$ cat config.mk
export PLATFORM = sky130hd
export DESIGN_NAME = tjpd_torque
export DESIGN_NICKNAME = d
export VERILOG_FILES = /design/src/hw/rtl/tjpd_pkg.sv /design/src/hw/rtl/tjpd_torque.sv
export SDC_FILE = /design/constraint.sdc
export NUM_CORES = 1
export LEC_CHECK = 0
export ABC_CLOCK_PERIOD_IN_PS = 19200
export BUFFER_PORTS_ARGS = -buffer_cell sky130_fd_sc_hd__buf_2
export CELL_PAD_IN_SITES_DETAIL_PLACEMENT = 0
export CELL_PAD_IN_SITES_GLOBAL_PLACEMENT = 1
export CORE_ASPECT_RATIO = 1.75
export CORE_UTILIZATION = 45
export DETAILED_ROUTE_END_ITERATION = 6
export GPL_TIMING_DRIVEN = 0
export PLACE_DENSITY_LB_ADDON = 0.08
export SYNTH_ARGS = -nofsm -noshare
export SYNTH_HDL_FRONTEND = slang
export SYNTH_SLANG_ARGS = --single-unit
$ cat constraint.sdc
create_clock -name clk -period 19.2 [get_ports clk]
set_input_delay 1.92 -clock clk [delete_from_list [all_inputs] [get_ports clk]]
set_output_delay 1.92 -clock clk [all_outputs]
set_load 0.05 [all_outputs]
$ cat src/hw/rtl/tjpd_pkg.sv
// ----------------------------------------------------------------------------
// Two-joint PD controller package
// Shared word layouts, configuration fields and register codes.
// ----------------------------------------------------------------------------
package tjpd_pkg;

	localparam logic [1:0] REG_POSITION_GAIN    = 2'd0;
	localparam logic [1:0] REG_VELOCITY_GAIN    = 2'd1;
	localparam logic [1:0] REG_TARGET_ANGLE_ONE = 2'd2;
	localparam logic [1:0] REG_TARGET_ANGLE_TWO = 2'd3;

	typedef struct packed {
		logic        [15:0] position_gain;
		logic        [15:0] velocity_gain;
		logic signed [15:0] target_angle_one;
		logic signed [15:0] target_angle_two;
	} cfg_t;

	typedef struct packed {
		logic signed [15:0] joint_two_speed;
		logic signed [15:0] joint_one_speed;
		logic signed [15:0] joint_two_angle;
		logic signed [15:0] joint_one_angle;
	} sample_t;

	typedef struct packed {
		logic signed [36:0] pd_one;
		logic signed [36:0] pd_two;
		logic signed [16:0] err_one;
		logic signed [16:0] err_two;
	} pd_err_t;

	typedef struct packed {
		logic [14:0] mag_one;
		logic [14:0] mag_sum;
		logic        neg_one;
		logic        neg_sum;
	} sine_t;

	typedef struct packed {
		logic signed [16:0] error_two;
		logic signed [16:0] error_one;
		logic signed [31:0] torque_two;
		logic signed [31:0] torque_one;
	} result_t;

endpackage

$ cat src/hw/rtl/tjpd_torque.sv
// ----------------------------------------------------------------------------
// Torque back end, stages six to nine
// Scales the sines into gravity terms, subtracts them and rounds to Q23.8.
// ----------------------------------------------------------------------------
module tjpd_torque (
	input  logic              clk,
	input  logic              arst_n,
	input  logic              in_valid,
	output logic              in_ready,
	input  tjpd_pkg::sine_t   in_sine,
	input  tjpd_pkg::pd_err_t in_data,
	output logic              out_valid,
	input  logic              out_ready,
	output tjpd_pkg::result_t out_data
);
	import tjpd_pkg::*;

	localparam logic signed [35:0] GRAV_ONE_Q16 = 36'sd482181;
	localparam logic signed [35:0] GRAV_TWO_Q16 = 36'sd160727;
	localparam logic signed [55:0] ROUND_HALF   = 56'sd4194304;
	localparam logic signed [32:0] TORQUE_MAX   = 33'sd2147483647;
	localparam logic signed [32:0] TORQUE_MIN   = -33'sd2147483648;

	function automatic logic signed [31:0] saturate(input logic signed [32:0] v);
		logic signed [31:0] r;
		r = v[31:0];
		if (v > TORQUE_MAX) begin
			r = TORQUE_MAX[31:0];
		end else if (v < TORQUE_MIN) begin
			r = TORQUE_MIN[31:0];
		end
		return r;
	endfunction

	logic v_s6, v_s7, v_s8, v_s9;
	logic en_s6, en_s7, en_s8, en_s9;

	logic signed [15:0] sin_one, sin_sum;

	logic signed [35:0] g_one_s6, g_sum_s6;
	pd_err_t            pd_s6;
	logic signed [35:0] g_one_s7, g_two_s7;
	pd_err_t            pd_s7;
	logic signed [55:0] t_one_s8, t_two_s8;
	logic signed [16:0] err_one_s8, err_two_s8;
	result_t            res_s9;

	assign en_s9    = !v_s9 || out_ready;
	assign en_s8    = !v_s8 || en_s9;
	assign en_s7    = !v_s7 || en_s8;
	assign en_s6    = !v_s6 || en_s7;
	assign in_ready = en_s6;

	always_ff @(posedge clk or negedge arst_n) begin
		if (!arst_n) begin
			v_s6 <= 1'b0;
			v_s7 <= 1'b0;
			v_s8 <= 1'b0;
			v_s9 <= 1'b0;
		end else begin
			if (en_s6) begin
				v_s6 <= in_valid;
			end
			if (en_s7) begin
				v_s7 <= v_s6;
			end
			if (en_s8) begin
				v_s8 <= v_s7;
			end
			if (en_s9) begin
				v_s9 <= v_s8;
			end
		end
	end

	always_comb begin
		sin_one = in_sine.neg_one ? -$signed({1'b0, in_sine.mag_one})
			: $signed({1'b0, in_sine.mag_one});
		sin_sum = in_sine.neg_sum ? -$signed({1'b0, in_sine.mag_sum})
			: $signed({1'b0, in_sine.mag_sum});
	end

	always_ff @(posedge clk) begin
		if (en_s6) begin
			g_one_s6 <= 36'(sin_one) * GRAV_ONE_Q16;
			g_sum_s6 <= 36'(sin_sum) * GRAV_TWO_Q16;
			pd_s6    <= in_data;
		end
		if (en_s7) begin
			g_one_s7 <= g_one_s6 + g_sum_s6;
			g_two_s7 <= g_sum_s6;
			pd_s7    <= pd_s6;
		end
		if (en_s8) begin
			t_one_s8   <= (56'(pd_s7.pd_one) <<< 15) - 56'(g_one_s7) + ROUND_HALF;
			t_two_s8   <= (56'(pd_s7.pd_two) <<< 15) - 56'(g_two_s7) + ROUND_HALF;
			err_one_s8 <= pd_s7.err_one;
			err_two_s8 <= pd_s7.err_two;
		end
		if (en_s9) begin
			res_s9.torque_one <= saturate(t_one_s8[55:23]);
			res_s9.torque_two <= saturate(t_two_s8[55:23]);
			res_s9.error_one  <= err_one_s8;
			res_s9.error_two  <= err_two_s8;
		end
	end

	assign out_valid = v_s9;
	assign out_data  = res_s9;

endmodule

==> metrics.md <==
| Metric | Value |
|---|---|
| Gr ovfl total | `0` |
| DRC | `0` |
| Avg Cell Area, Syn | `about 13 sq um` |
| Synth cell types | `63` |
| CTS Hold Bufs | `0` |
| CTS HTree Levels | `2` |
| Synth Flop Type | `edfxtp_1` |
| Syn Nets | `roughly 3600` |
| GRT Resource Usage Total | `20.0%` |
| R2R Path Start | `pd_s7[73]` |
| First-pass GRT wire length | `120000 um` |
| DRT Pass-1 Iters | `5` |
| Unrepaired setup endpoints after global routing | `false` |
| Top area cells in the synthesized netlist | `edfxtp_1 (47%), ha_1 (17%), fa_1 (12%)` |
| # rows | `134` |
| Final #Nets | `3869` |
| Crit Path Class | `primary input to register` |
| Endpoint, Worst Hold | `pd_s7[73]` |
| Grt met1 use | `a little over a fifth` |
| Register area share after synthesis | `47.7%` |
| Starting density of the core | `between 40% and 50%` |
| Clk slew on worst S/H paths | `0.07 ns` |
| Clk_lat worst skew | `approximately 0.58 ns` |
| FFs w/ async S/R, synth | `0.719%` |
| Crit-path slowest cell | `nor4_1` |
| Commonest cells in the synthesized netlist | `edfxtp_1 (552), ha_1 (470), inv_1 (447)` |
| CTS buffer count | `46` |
| Cells on worst reg2reg path | `12` |
| Vias | `20700` |
| Initial DRC count | `about 770` |
| Most common cell in the netlist | `edfxtp_1` |
| CTS sink count | `556` |
| Reg2reg end | `t_one_s8[47]` |
| GPL Wtd Cong | `roughly 0.92` |
| Max Transition Viols Final | `0` |
| Final period utilization | `52.4%` |
| Drt total wl | `77500 um` |
| Die area | `78800 sq um` |
| CP Data Required Time | `19.49 ns` |
| Area leader, netlist | `edfxtp_1` |
| Clock tree buffer depth | `3` |
| Die W | `213 um` |
| Setup TNS | `0 ns` |
| Number of global-route vias before repair | `22100` |
| DRT antenna net count | `0` |
| Crit-path max cell delay | `between 0.6 and 0.7 ns` |
| Num ports | `244` |
| Slew @ Worst Pin | `1.30 ns` |
| Most frequent CP cell | `inv_1` |
| Maximum fanout along the worst path | `7` |
| Hold path start | `pd_s6[73]` |
| Worst Hold Depth | `0` |
| Mapped Cells | `2736` |
| Post-CTS Resized | `0` |
| Met2 Use GR | `38.6%` |
| Hold slack | `roughly 0.40 ns` |
| Worst endpoint data arrival time | `roughly 10 ns` |
| Crit. End Element | `register` |
| Placement Setup Slack | `8.47 ns` |
| Reg2reg setup slack | `15.02 ns` |
| Final Critical Period | `10.06 ns` |
| Area Growth Syn to Fin | `12.7%` |
| Total of max-cap violations | `0` |
| F_max | `a little under 100 MHz` |
| Share of cells above drive strength 1 | `11.6%` |
| Status | `finished, final reports clean` |
| Die height | `371 um` |
| Ys Warns | `0` |
| Endpoints failing hold | `0` |
| Vias/cell | `5.05` |
| TritonCTS clock tree | `built` |
| Netlist Area Pre-Place | `34900 sq um` |
| Hold Path Class | `register to register` |
| Largest net degree at the start of global routing | `66` |
| Final setup vio count | `0` |
| Post-CTS Setup Bufs | `0` |
| DPL Wire Length | `approximately 64000 um` |
| Drt wl/cell | `around 19 um` |
| Seq cells post-synth | `556` |
| Rel. slew slack | `12.6%` |
| Post-synth top area share | `47.5%` |
| Met3 Usage GRT | `a little over 2%` |
| Buffers on Ports | `243` |
| Final Skew | `0.0335 ns` |
| CP Launch Type | `primary input` |
| Core ar. | `76600 sq um` |
| Root buf cell | `clkbuf_16` |
| Initial antenna violation count | `7` |
| Post-synth EDFFs | `approximately 550` |
| Grt peak-use layer | `met2` |
| Min setup slack post-route | `9.14 ns` |
| Filler instances | `6762` |
==> cell usage in the layout (no fill, tap or decap), types with 10 or more instances in the layout <==
| cell type | count |
|---|---|
| xnor2_1 | 118 |
| fa_1 | 210 |
| nor4_1 | 11 |
| or2_2 | 10 |
| nor3_1 | 28 |
| o21bai_1 | 26 |
| nor2b_1 | 18 |
| ha_1 | 470 |
| o21ai_0 | 82 |
| clkbuf_1 | 89 |
| nand3_1 | 38 |
| a21oi_1 | 126 |
| o31ai_1 | 17 |
| inv_1 | 446 |
| nand2_1 | 75 |
| clkbuf_16 | 46 |
| o211ai_1 | 12 |
| nor2_1 | 72 |
| o21a_1 | 18 |
| a31oi_1 | 16 |
| nand4_1 | 19 |
| buf_2 | 243 |
| nand2b_1 | 20 |
| edfxtp_1 | 552 |
| a211oi_1 | 10 |
| xor2_1 | 50 |
| and3_1 | 19 |
| a21o_1 | 93 |
| buf_8 | 11 |
==> layout make-up <==
cell class / count / area (sq um) / area share, %
Sequential cell: 556 / 16700 / 42.4
Multi-Input combinational cell: 1648 / 16300 / 41.4
Inverter: 447 / 1680 / 4.27
Timing Repair Buffer: 261 / 1540 / 3.91
Tap cell: 1020 / 1280 / 3.24
Clock buffer: 50 / 1170 / 2.96
Clock inverter: 35 / 410 / 1.04
Buffer: 85 / 319 / 0.811
Antenna cell: 4 / 10.0 / 0.0254
==> routing by layer <==
metal  up-vias  share of wire, %
met5         -             0.086
met4         8               4.5
met3       125               3.3
met2       390                54
met1     10100                38
li1      10200                 -
==> how the worst max path moves through the flow <==
stage,to,startpoint,cells after the start
floorplan,g_one_s6[0],out_ready,2
global placement,in_ready,out_ready,4
detailed placement,g_sum_s6[32],in_sine[7],30
CTS,g_sum_s6[32],in_sine[7],30
global route,g_sum_s6[32],in_sine[7],30
finish,g_sum_s6[32],in_sine[7],30
==> flip-flops by register name, summed over array words and instances, names as in the netlist, 35 cells and up <==
| signal | cells |
|---|---|
| pd_s6 | 108 |
| pd_s7 | 108 |
| out_data | 98 |
| g_one_s6 | 36 |
| g_one_s7 | 36 |
| g_sum_s6 | 35 |
| g_two_s7 | 35 |
==> kinds of logic (layout without fill, tap and decap cells) <==
logic type | count (synthesis) | in the layout | share of synthesized area [%]
AOI/OAI and AO/OA | 447 | 447 | 8.30
xor gates and xnor gates | 168 | 168 | 4.21
adders and majority gates | 680 | 680 | 28.9
buffers and inverters | 532 | 878 | 5.72
DFF | 556 | 556 | 47.7
muxes | 1 | 1 | 0.0322
other | 0 | 4 | 0
and+or+nand+nor | 352 | 352 | 5.13
==> through the flow <==
step	std cells	utilization, %	instance area, sq um
floorplan	2736	-	34900
global placement	3999	48.8	37400
detailed placement	4017	49.3	37800
CTS	4102	51.3	39300
global route	4102	51.3	39300
finish	4106	51.4	39400
==> critical path, delay by kind of cell <==
family | cells | cell delay (ns)
and+or+nand+nor | 4 | 1.66
buffers and inverters | 8 | 0.90
AOI/OAI and AO/OA | 9 | 2.12
xor gates and xnor gates | 2 | 0.54
adders and majority gates | 7 | 3.20
Power is not shown: default switching activity piles up to over one toggle a cycle in this logic, so the estimate is an artifact.
